===== config.mk =====
export PLATFORM = sky130hd
export DESIGN_NAME = hilbert_curve_convert
export DESIGN_NICKNAME = d
export VERILOG_FILES = /design/src/hw/rtl/hcc_pkg.sv /design/src/hw/rtl/hcc_stage.sv /design/src/hw/rtl/hilbert_curve_convert.sv
export SDC_FILE = /design/constraint.sdc
export NUM_CORES = 1
export LEC_CHECK = 0
export ABC_CLOCK_PERIOD_IN_PS = 17400
export BUFFER_PORTS_ARGS = -buffer_cell sky130_fd_sc_hd__clkbuf_2
export CAP_MARGIN = 10
export CELL_PAD_IN_SITES_DETAIL_PLACEMENT = 0
export CELL_PAD_IN_SITES_GLOBAL_PLACEMENT = 1
export CORE_ASPECT_RATIO = 1.2
export CORE_MARGIN = 1.5
export CORE_UTILIZATION = 31
export DETAILED_ROUTE_END_ITERATION = 16
export GPL_ROUTABILITY_DRIVEN = 0
export GPL_TIMING_DRIVEN = 0
export MAX_ROUTING_LAYER = met4
export PLACE_DENSITY_LB_ADDON = 0.1
export SYNTH_ARGS = -nofsm -noshare
export SYNTH_HDL_FRONTEND = slang
export SYNTH_SLANG_ARGS = --single-unit

===== constraint.sdc =====
create_clock -name clk -period 17.4 [get_ports clk]
set_clock_uncertainty 0.05 [all_clocks]
set_input_delay 0.87 -clock clk [delete_from_list [all_inputs] [get_ports clk]]
set_output_delay 0.87 -clock clk [all_outputs]
set_load 0.03 [all_outputs]

===== src/hw/rtl/hcc_pkg.sv =====
// Shared types and constants for the Hilbert curve index converter.
package hcc_pkg;

  localparam int MAX_ORDER = 16;
  localparam int ORDER_W = 5;
  localparam int COORD_W = 16;
  localparam int INDEX_W = 32;
  localparam logic [ORDER_W-1:0] ORDER_RESET = 5'd16;

  typedef enum logic {
    OP_TO_INDEX = 1'b0,
    OP_TO_COORD = 1'b1
  } hcc_op_t;

  typedef struct packed {
    hcc_op_t            op;
    logic [COORD_W-1:0] x_coord;
    logic [COORD_W-1:0] y_coord;
    logic [INDEX_W-1:0] curve_index;
  } hcc_in_t;

  typedef struct packed {
    logic [INDEX_W-1:0] index_result;
    logic [COORD_W-1:0] x_result;
    logic [COORD_W-1:0] y_result;
  } hcc_out_t;

  typedef struct packed {
    hcc_op_t            op;
    logic [ORDER_W-1:0] grid_order;
    logic               swp;
    logic               inv;
    logic [COORD_W-1:0] x_coord;
    logic [COORD_W-1:0] y_coord;
    logic [INDEX_W-1:0] curve_index;
    logic [INDEX_W-1:0] index_result;
    logic [COORD_W-1:0] x_result;
    logic [COORD_W-1:0] y_result;
  } hcc_work_t;

endpackage


===== src/hw/rtl/hcc_stage.sv =====
// One pipeline stage that resolves a group of curve levels and registers the word.
module hcc_stage #(
  parameter int FIRST_LEVEL = 15,
  parameter int LEVELS = 4
) (
  input  logic              clk,
  input  logic              rst,
  input  logic              up_valid,
  output logic              up_ready,
  input  hcc_pkg::hcc_work_t up_work,
  output logic              dn_valid,
  input  logic              dn_ready,
  output hcc_pkg::hcc_work_t dn_work
);
  import hcc_pkg::*;

  hcc_work_t work_c [0:LEVELS];
  logic      vld;
  hcc_work_t work;

  assign work_c[0] = up_work;

  for (genvar i = 0; i < LEVELS; i++) begin : g_level
    localparam int LVL = FIRST_LEVEL - i;
    if (LVL >= 0) begin : g_active
      logic a, c, qx, qy;
      hcc_work_t w;
      always_comb begin
        w = work_c[i];
        a = 1'b0;
        c = 1'b0;
        qx = 1'b0;
        qy = 1'b0;
        if (w.grid_order > ORDER_W'(LVL)) begin
          if (w.op == OP_TO_INDEX) begin
            a = (w.swp ? w.y_coord[LVL] : w.x_coord[LVL]) ^ w.inv;
            c = (w.swp ? w.x_coord[LVL] : w.y_coord[LVL]) ^ w.inv;
            w.index_result[2*LVL+1] = a;
            w.index_result[2*LVL] = a ^ c;
            if (!c) begin
              w.inv = w.inv ^ a;
              w.swp = ~w.swp;
            end
          end else begin
            qx = w.curve_index[2*LVL+1];
            qy = w.curve_index[2*LVL] ^ qx;
            w.x_result[LVL] = (w.swp ? qy : qx) ^ w.inv;
            w.y_result[LVL] = (w.swp ? qx : qy) ^ w.inv;
            if (!qy) begin
              w.inv = w.inv ^ qx;
              w.swp = ~w.swp;
            end
          end
        end
      end
      assign work_c[i+1] = w;
    end else begin : g_idle
      assign work_c[i+1] = work_c[i];
    end
  end

  assign up_ready = !vld || dn_ready;

  always_ff @(posedge clk) begin
    if (rst) begin
      vld <= 1'b0;
    end else if (up_ready) begin
      vld <= up_valid;
    end
  end

  always_ff @(posedge clk) begin
    if (up_ready && up_valid) begin
      work <= work_c[LEVELS];
    end
  end

  assign dn_valid = vld;
  assign dn_work = work;

endmodule


===== src/hw/rtl/hilbert_curve_convert.sv =====
// Top level of the Hilbert curve converter between grid coordinates and curve index.
// The input channel (in_valid, in_ready, in_word) takes one word per cycle while in_ready
// is high. op selects coordinate to index or index to coordinate; inputs are masked to the
// grid order. The output channel (out_valid, out_ready, out_word) returns one word per
// input word, in order; result fields that the op does not produce read zero.
// grid_order is written through cfg_we and cfg_data; the user must do so only while idle,
// the block does not enforce it; values above 16 act as 16 and zero gives all-zero results.
// The pipeline has NUM_STAGES stages, where NUM_STAGES = ceil(16 / STAGE_LEVELS), four at the
// default; each stage resolves STAGE_LEVELS quadrant levels, the most significant first.
// Throughput is one word per cycle while out_ready stays high.
// Each stage holds its word while the next one is full, so a stall on out_ready backs up
// stage by stage and in_ready falls only when every stage holds a word.
// Synchronous reset empties the pipeline and sets grid_order to 16.
module hilbert_curve_convert #(
  parameter int STAGE_LEVELS = 4
) (
  input  logic                        clk,
  input  logic                        rst,
  input  logic                        in_valid,
  output logic                        in_ready,
  input  hcc_pkg::hcc_in_t            in_word,
  output logic                        out_valid,
  input  logic                        out_ready,
  output hcc_pkg::hcc_out_t           out_word,
  input  logic                        cfg_we,
  input  logic [hcc_pkg::ORDER_W-1:0] cfg_data
);
  import hcc_pkg::*;

  localparam int NUM_STAGES = (MAX_ORDER + STAGE_LEVELS - 1) / STAGE_LEVELS;

  logic [ORDER_W-1:0] grid_order;
  logic [ORDER_W-1:0] eff_order;
  hcc_work_t          entry;
  logic               valid_c [0:NUM_STAGES];
  logic               ready_c [0:NUM_STAGES];
  hcc_work_t          work_c  [0:NUM_STAGES];

  always_ff @(posedge clk) begin
    if (rst) begin
      grid_order <= ORDER_RESET;
    end else if (cfg_we) begin
      grid_order <= cfg_data;
    end
  end

  assign eff_order = (grid_order > ORDER_W'(MAX_ORDER)) ? ORDER_W'(MAX_ORDER) : grid_order;

  always_comb begin
    entry.op = in_word.op;
    entry.grid_order = eff_order;
    entry.swp = 1'b0;
    entry.inv = 1'b0;
    entry.x_coord = in_word.x_coord;
    entry.y_coord = in_word.y_coord;
    entry.curve_index = in_word.curve_index;
    entry.index_result = '0;
    entry.x_result = '0;
    entry.y_result = '0;
  end

  assign valid_c[0] = in_valid;
  assign work_c[0] = entry;
  assign in_ready = ready_c[0];

  for (genvar k = 0; k < NUM_STAGES; k++) begin : g_stage
    hcc_stage #(
      .FIRST_LEVEL(MAX_ORDER - 1 - k * STAGE_LEVELS),
      .LEVELS     (STAGE_LEVELS)
    ) u_stage (
      .clk     (clk),
      .rst     (rst),
      .up_valid(valid_c[k]),
      .up_ready(ready_c[k]),
      .up_work (work_c[k]),
      .dn_valid(valid_c[k+1]),
      .dn_ready(ready_c[k+1]),
      .dn_work (work_c[k+1])
    );
  end

  assign ready_c[NUM_STAGES] = out_ready;
  assign out_valid = valid_c[NUM_STAGES];
  assign out_word.index_result = work_c[NUM_STAGES].index_result;
  assign out_word.x_result = work_c[NUM_STAGES].x_result;
  assign out_word.y_result = work_c[NUM_STAGES].y_result;

endmodule


## Yosys cells after proc, flatten, opt, wreduce, memory -nomap -nowiden

Cells that the tools add are included.

| storage, ports and cells | value |
|---|---|
| output and inout bits | 66 |
| logic and storage cells | 415 |
| register bits | 289 |
| input port bits | 75 |

| operators by class | value |
|---|---|
| muxes and demuxes | 121 |
| bitwise logic cells | 150 |
| reductions and logical operators | 44 |
| magnitude comparators | 17 |

Operator list:

| cell | count |
|---|---|
| $mux 2 | 60 |
| $xor 1x1->1 | 120 |
| $mux 1 | 60 |
| $gt 5x4->1 const B | 8 |
| $reduce_and 2->1 | 16 |
| $reduce_or 2->1 | 16 |
| $not 1->1 | 30 |
| $gt 5x3->1 const B | 4 |
| $gt 5x1->1 const B | 2 |
| $gt 5x2->1 const B | 2 |
| $gt 5x5->1 const B | 1 |
| $mux 5 | 1 |
| $logic_and 1x1->1 | 4 |
| $logic_not 1->1 | 4 |
| $logic_or 1x1->1 | 4 |

## Depth between registers and ports, before layout

Gate-level depths: netlist of the first run.

| depth | value |
|---|---|
| word-level depth | 24 |
| gate-level depth with buffers | 15 |
| mapped depth without buffers | 13 |

## Modules after synthesis

Synthesis of the first run repeated with hierarchy kept, for this count alone.

| second synthesis, totals | value |
|---|---|
| cells, all modules | 1320 |
| area, all modules | 21753.4 um^2 |

Modules (own cells, without submodules):

| module | area an instance (um^2) | seq. area each (um^2) | instances | cells each |
|---|---|---|---|---|
| hcc_stage (g_stage[0].u_stage) | 5481.5 | 4103.9 | 1 | 334 |
| hcc_stage (g_stage[3].u_stage) | 5464.0 | 4103.9 | 1 | 327 |
| hcc_stage (g_stage[1].u_stage) | 5313.8 | 4103.9 | 1 | 321 |
| hcc_stage (g_stage[2].u_stage) | 5280.1 | 4103.9 | 1 | 316 |
| hilbert_curve_convert | 214.0 | 100.1 | 1 | 22 |

## Least setup slack after synthesis of the first run

OpenSTA, ideal clock, no wires.

| timing | value |
|---|---|
| path type | input to register |
| start | in out_ready |
| end | reg g_stage[2].u_stage.work (netlist bit g_stage[2].u_stage.dn_work[10]), enable pin |
| buffers on the path | 0 |
| cell stages on the path | 2 |
| slack | 10.552 ns |
| data required time | 16.738 ns |
| data arrival time | 6.186 ns |
| library setup time | 0.612 ns |
| path through | nor2b_1 -> a21boi_0 |

| on the way | value |
|---|---|
| word-level cells in the longest chain between the ends | 3 |

RTL lines:

| item | line | text |
|---|---|---|
| start: declaration | hilbert_curve_convert.sv:23 | `input logic out_ready,` |
| $logic_or 1x1->1 (2 in series) | hcc_stage.sv:62 | `assign up_ready = !vld \|\| dn_ready;` |
| $logic_and 1x1->1 | hcc_stage.sv:73 | `if (up_ready && up_valid) begin` |
| end signal: assignment | hcc_stage.sv:74 | `work <= work_c[LEVELS];` |
| end: declaration | hcc_stage.sv:19 | `hcc_work_t work;` |

No other way between the ends.
A chain may end at the register's enable or synchronous reset.

==> results by group, run 1 <==
Drt
  • Initial DRC Count: 325
  • Via count: 7,380
  • Vias/cell: 4.51
  • Total Wirelength: 26,500 µm
  • Routed wire length per instance: 16.2 µm
  • Residual DRC count: 0
  • Post-route ant nets: 0
  • Initial DRT Pass Iterations: 6

Yosys
  • Mean Syn Cell Area: 13.8 µm²
  • Top cells by area, synth: edfxtp_1, xnor2_1, xor2_1
  • Post-synth top area cell: edfxtp_1
  • Yosys top cell area share: 67.5%
  • Seq/Total Area, Yosys: 68.9%
  • EDFF count, synth: between 200 and 300
  • Ys async rst share: 0%
  • Synth Flop Type: edfxtp_1
  • Top-count cell post-synth: edfxtp_1
  • Yosys warns: 0
  • Syn Nets: a little under 1,000
  • Mapped Cells: 900
  • Synthesized flop and latch total: 289
  • Synth Cell Area: 12,500 µm²
  • Most frequent cells after synthesis: edfxtp_1, nor2_1, nand2_1
  • Post-synth cell types: 76

Clock tree
  • Post-CTS setup buffers: 0
  • CTS root buffer: clkbuf_16
  • # resized after CTS: 0
  • Total clock sinks: 289
  • TritonCTS clock tree: done
  • H-tree levels: 1
  • CTS Buffer Depth: 3
  • CTS clock-pin slew for the worst setup and hold paths: 0.06 ns
  • Worst-Skew Late Latency: around 0.56 ns
  • CTS Buf Count: 31
  • Hold-fix buffers at CTS: 0

Pwr
  • Peak VDD IR: a little under 0.08 mV
  • Static Leak: 5.49 nW
  • P per Cell Area: 111 nW/µm²

Timing
  • Unrepaired setup endpoints after global routing: false
  • Fmax: 0.250 GHz
  • Least-Margin Pin Slew: roughly 0.95 ns
  • Final setup fails: 0
  • Hold_ws: 0.363 ns
  • Slew margin rel.: approximately 37%
  • Setup_tns: 0 ns
  • Minimum clock period after layout: 4.00 ns
  • Tcrit/Tclk final: 23.0%
  • Hold Fails Final Rpt: 0
  • Max-slew violations: 0

Critical path
  • CP Launch Type: flop
  • Endpoint class of the critical path: flop
  • Critical path class: flop to flop
  • R2R setup slack: 13.40 ns
  • Critical Path Slowest Stage Cell: edfxtp_1
  • Stages on worst setup path: 12
  • Worst Reg-to-Reg Cells: 12
  • CP top delay family: compound AO/OA/AOI/OAI gates
  • Worst reg2reg startpoint: g_stage[1].u_stage.dn_work[133]
  • Worst r2r dst: g_stage[2].u_stage.dn_work[128]
  • WP buf/inv: 1
  • Worst setup startpoint: g_stage[1].u_stage.dn_work[133]
  • Crit path max fanout: 9
  • Largest stage delay on the critical path: roughly 0.52 ns
  • Worst-path cell chain: o21bai_1 -> nor4_1 -> a211o_1 -> or2_4 -> mux2_4 -> or4_1 -> buf_6 -> and2_1 -> a32oi_2 -> mux2i_1 -> o311a_1 -> a211oi_2
  • CP endpoint: g_stage[2].u_stage.dn_work[128]
  • CP required: 17.64 ns
  • Worst EP arrival: roughly 4.2 ns

Global route
  • Vias in the first global route: about 7,400
  • Largest net degree at the start of global routing: 30
  • Initial antenna violation count: 0
  • Total grt overflow: 0
  • Total Routing Usage GR: 13.4%
  • First-pass GRT wire length: 41,600 µm

Place
  • IO buf count: 136
  • DP HPWL: 19,000 µm

Layout
  • Fillcell total: between 3,000 and 4,000
  • Multi-input gate area: approximately 3700 µm²
  • Inserted Diodes: 0
  • Nets: between 1,000 and 1,500
  • Area growth syn-to-layout: 21.2%
  • Register area: 8590 µm²
  • Share of cells above drive strength 1: between 20% and 30%

Floorplan
  • Die area: 41,400 µm²
  • Chip width: 186 µm
  • Starting density of the core: 31.4%
  • Placeable Area: around 40,000 µm²
  • IO Pins: 141
  • Die H: 223 µm
  • Rows: 80

Job
  • Max Cap Viol: 0

Worst hold path
  • HP Class: flop to flop

Status
  • Status: completed
==> where the power goes <==
part,switching (W),internal (W)
registers,0.0000147,0.000803
logic,0.000112,0.0000861
clock network,0.000263,0.000399
==> cells in the final DEF, fill, tap and decap left out, types with 5 or more instances in the layout <==
| cell | synthesis | routed |
|---|---|---|
| nor3_1 | 23 | 23 |
| o21ai_0 | 22 | 22 |
| nor2_1 | 81 | 81 |
| o211ai_1 | 8 | 8 |
| or3_1 | 5 | 5 |
| nor2b_1 | 23 | 21 |
| a21o_1 | 6 | 6 |
| clkbuf_2 | 0 | 136 |
| and3_1 | 7 | 7 |
| dfxtp_1 | 9 | 9 |
| xnor2_1 | 59 | 59 |
| mux2i_1 | 31 | 31 |
| a21oi_1 | 35 | 34 |
| edfxtp_1 | 280 | 280 |
| nand3_1 | 18 | 18 |
| nand2_1 | 73 | 73 |
| xor2_1 | 36 | 36 |
| a211oi_1 | 8 | 8 |
| nand2b_1 | 19 | 19 |
| clkinv_2 | 0 | 5 |
| clkbuf_16 | 0 | 31 |
| a211o_1 | 6 | 6 |
| or2_2 | 7 | 7 |
| buf_12 | 0 | 10 |
| inv_1 | 19 | 19 |
| a21boi_0 | 6 | 5 |
| clkbuf_1 | 20 | 30 |
==> flip-flops by register name, indices dropped and copies added, names as in the netlist <==
signal / cells
grid_order: 5
g_stage.u_stage.dn_work: 280
g_stage.u_stage.dn_valid: 4
==> logic make-up after synthesis <==
group	count (synthesis)	share of synthesized area (%)
muxes	38	3.35
and+or+nand+nor	292	11.5
adders and majority gates	2	0.201
buffers and inverters	49	1.67
xor gates and xnor gates	96	6.81
AOI/OAI and AO/OA	134	7.52
DFF	289	68.9
==> worst min path at each step <==
stage,depth (start not counted),to,startpoint
3_5_place_dp,0,g_stage[1].u_stage.dn_work[113],g_stage[0].u_stage.dn_work[113]
5_1_grt,0,g_stage[2].u_stage.dn_work[68],g_stage[1].u_stage.dn_work[68]
2_1_floorplan,0,g_stage[1].u_stage.dn_work[100],g_stage[0].u_stage.dn_work[100]
4_1_cts,0,g_stage[2].u_stage.dn_work[68],g_stage[1].u_stage.dn_work[68]
6_report,0,g_stage[2].u_stage.dn_work[68],g_stage[1].u_stage.dn_work[68]
3_3_place_gp,0,g_stage[2].u_stage.dn_work[96],g_stage[1].u_stage.dn_work[96]
==> metrics by stage <==
| stage | setup slack (ns) | power [W] | instances | util (%) | cell area (µm²) |
|---|---|---|---|---|---|
| 3_3_place_gp | 6.20 | 0.00103 | 1569 | 34.8 | 13800 |
| 2_1_floorplan | 10.55 | 0.000980 | 900 | - | 12500 |
| 4_1_cts | 13.35 | 0.00171 | 1637 | 38.0 | 15100 |
| 5_1_grt | 13.14 | 0.00176 | 1637 | 38.0 | 15100 |
| 6_report | 13.40 | 0.00168 | 1637 | 38.0 | 15100 |
| 3_5_place_dp | 13.00 | 0.00104 | 1580 | 35.4 | 14100 |
==> routing by layer <==
metal	vias to the layer above	track usage, %	part of all wire, %
li1	3694	-	-
met1	3524	16.4	44
met2	122	22.9	50
met3	40	2.11	4.0
met4	0	3.98	2.1
met5	-	-	0
==> final cells by class <==
class / count / area share [%]
Clock inverter: 13 / 1.13
Sequential cell: 289 / 56.9
Tap cell: 533 / 4.42
Clock buffer: 44 / 5.66
Timing Repair Buffer: 147 / 6.02
Buffer: 29 / 0.878
Multi-Input combinational cell: 562 / 24.5
Inverter: 20 / 0.497
Power figures use the tool's default switching activity.
==> inputs of run 2 (changes only) <==
Settings changed: ABC_CLOCK_PERIOD_IN_PS 17400 to 3900.
Clock period 17.4 ns to 3.9 ns, I/O delays scaled along.
==> run 2 against run 1 <==
Net effect:
- combinational power rose to 4.9 times the previous value
- non-clock buffer count rose by 69
- global-route usage shrank 0.083 points
- power increased to 4.6 times the previous value
- critical path type unchanged
- largest power group unchanged
- clock-buffer cell count shrank 3
==> results by group, run 2 (same netlist as run 1, synthesis figures left out) <==
Timing
  • Tcrit/Tclk final: 96.5% (was 23.0%)
  • Setup ws final: 0.135 ns (was 13.40 ns)
  • Least-Margin Pin Slew: 1.17 ns (was 0.946 ns)
  • Setup_tns: 0 ns (unchanged)
  • Slew margin rel.: 21.5% (was 36.6%)
  • Fmax: 0.266 GHz (was 0.250 GHz)
  • Hold_ws: 0.0346 ns (was 0.363 ns)
  • Max-slew violations: 0 (unchanged)
  • Minimum clock period after layout: 3.76 ns (was 4.00 ns)
  • Hold Fails Final Rpt: 0 (unchanged)
  • Final setup fails: 0 (unchanged)

Pwr
  • Peak VDD IR: 0.352 mV (was 0.0793 mV)
  • Static Leak: 5.84 nW (was 5.49 nW)
  • Pwr Total: 0.00768 W (was 0.00168 W)
  • P per Cell Area: 482 nW/µm² (was 111 nW/µm²)

Clock tree
  • H-tree levels: 1 (unchanged)
  • CTS clock-pin slew for the worst setup and hold paths: 0.06 ns (about the same)
  • CTS root buffer: clkbuf_16 (unchanged)
  • Worst-Skew Late Latency: 0.56 ns (about the same)
  • CTS Buffer Depth: 3 (unchanged)
  • TritonCTS clock tree: done (unchanged)
  • CTS Buf Count: 30 (was 31)
  • Total clock sinks: 289 (unchanged)

Layout
  • Area growth syn-to-layout: 27.8% (was 21.2%)
  • Nets: 1,225 (was 1,157)
  • Most common cell after layout, fill and taps aside: edfxtp_1 (unchanged)
  • Inserted Diodes: 0 (unchanged)
  • Max FFs per register: 280 (unchanged)
  • Finished Core Util: 40.1% (was 38.0%)
  • Most frequent cells in the layout: edfxtp_1, clkbuf_2, nor2_1 (unchanged)
  • Share of cells above drive strength 1: 21.2% (about the same)

Critical path
  • Crit path max fanout: 6 (was 9)
  • Critical path class: flop to flop (unchanged)
  • CP top delay family: simple AND/OR/NAND/NOR gates (was compound AO/OA/AOI/OAI gates)
  • Critical Path Slowest Stage Cell: edfxtp_1 (unchanged)
  • WP buf/inv: 2 (was 1)
  • CP Launch Type: flop (unchanged)
  • Worst EP arrival: 4.01 ns (was 4.24 ns)
  • Largest stage delay on the critical path: 0.50 ns (was 0.52 ns)
  • Endpoint class of the critical path: flop (unchanged)
  • CP required: 4.15 ns (was 17.64 ns)
  • Worst-path cell chain: o21a_1 -> and2_4 -> a211o_1 -> or2_4 -> mux2_4 -> or4_1 -> buf_6 -> mux2i_4 -> a221oi_4 -> and2_4 -> buf_6 -> xnor2_1 -> o211ai_1 (was o21bai_1 -> nor4_1 -> a211o_1 -> or2_4 -> mux2_4 -> or4_1 -> buf_6 -> and2_1 -> a32oi_2 -> mux2i_1 -> o311a_1 -> a211oi_2)

Drt
  • Total Wirelength: 26,600 µm (was 26,500 µm)
  • Vias/cell: 4.45 (was 4.51)
  • Initial DRC Count: 274 (was 325)
  • Via count: 7,579 (was 7,380)
  • Post-route ant nets: 0 (unchanged)
  • Residual DRC count: 0 (unchanged)
  • Routed wire length per instance: 15.6 µm (was 16.2 µm)
  • Initial DRT Pass Iterations: 4 (was 6)

Status
  • Status: completed (unchanged)

Global route
  • First-pass GRT wire length: 41,700 µm (was 41,600 µm)
  • Total Routing Usage GR: 13.4% (about the same)
  • Total grt overflow: 0 (unchanged)
  • Initial antenna violation count: 0 (unchanged)
  • Vias in the first global route: 7,604 (was 7,415)
  • Largest net degree at the start of global routing: 32 (was 30)

Floorplan
  • Chip width: 186 µm (unchanged)
  • Die area: 41,400 µm² (unchanged)
  • Starting density of the core: 31.4% (unchanged)
  • Die H: 223 µm (unchanged)
  • Rows: 80 (unchanged)
  • Placeable Area: 39,700 µm² (unchanged)
  • IO Pins: 141 (unchanged)

Place
  • IO buf count: 136 (unchanged)
  • DP HPWL: 18,900 µm (was 19,000 µm)
  • Setup WS pre-CTS: -0.125 ns (was 13.00 ns)

Job
  • Max Cap Viol: 0 (unchanged)

Worst hold path
  • HP Class: input pin to flop (was flop to flop)
==> run 2: changes by cell type in the layout (fill, tap and decap cells not counted), sizes merged <==
cell / change
bufinv: +2
buf: +7
dlygate4sd3: +65
clkbuf: -6
==> run 2: cell type report <==
class | count | area, µm²
tap | 533 | 667
inverter | 20 | 75.1
clock buffer | 41 | 843
multi-input combinational | 562 | 3800
sequential | 289 | 8590
fill | 3838 | 23800
timing repair buffer | 219 | 1610
clock inverter | 15 | 223
buffer | 26 | 121
==> run 2: worst register-to-register path: stages (launching register included) <==
cell and delay (ns):
edfxtp_1 0.50, o21a_1 0.25, and2_4 0.15, a211o_1 0.35, or2_4 0.29, mux2_4 0.29
or4_1 0.42, buf_6 0.16, mux2i_4 0.19, a221oi_4 0.33, and2_4 0.19, buf_6 0.11
xnor2_1 0.11, o211ai_1 0.13
==> run 2: worst paths after layout <==
check | cells past startpoint | start | slack, ns | end
setup reg to reg | 13 | g_stage[1].u_stage.dn_work[133] | 0.14 | g_stage[2].u_stage.dn_work[129]
hold reg to reg | 0 | g_stage[1].u_stage.dn_work[15] | 0.36 | g_stage[2].u_stage.dn_work[15]
setup / recovery | 13 | g_stage[1].u_stage.dn_work[133] | 0.14 | g_stage[2].u_stage.dn_work[129]
hold / removal | 2 | cfg_we | 0.03 | grid_order[4]
==> run 2: where the power goes <==
group	total, W	leakage, nW	switching [W]	internal (W)
combinational	0.000980	2.60	0.000527	0.000453
sequential	0.00365	2.72	0.0000660	0.00358
clock	0.00306	0.521	0.00116	0.00190
total	0.00768	5.84	0.00175	0.00594
==> run 2: repair_timing <==
action	CTS	global route
resized for setup	6	11
endpoints found under the hold margin	63	0
hold buffers	65	0
endpoints found under the setup margin	10	12
setup buffers	0	8
pin swaps	0	3
==> run 2: layer usage <==
| metal | vias up | global-route usage (%) | part of all wire (%) |
|---|---|---|---|
| li1 | 3825 | - | - |
| met1 | 3605 | 15.9 | 43 |
| met2 | 118 | 23.3 | 51 |
| met3 | 31 | 2.18 | 3.8 |
| met4 | 0 | 3.38 | 1.7 |
| met5 | - | - | 0 |
==> run 2: through the flow <==
stage          instance area, µm²  instances
3_5_place_dp                14100       1579
2_1_floorplan               12500        900
5_1_grt                     15900       1705
3_3_place_gp                13800       1569
4_1_cts                     15800       1700
6_report                    15900       1705
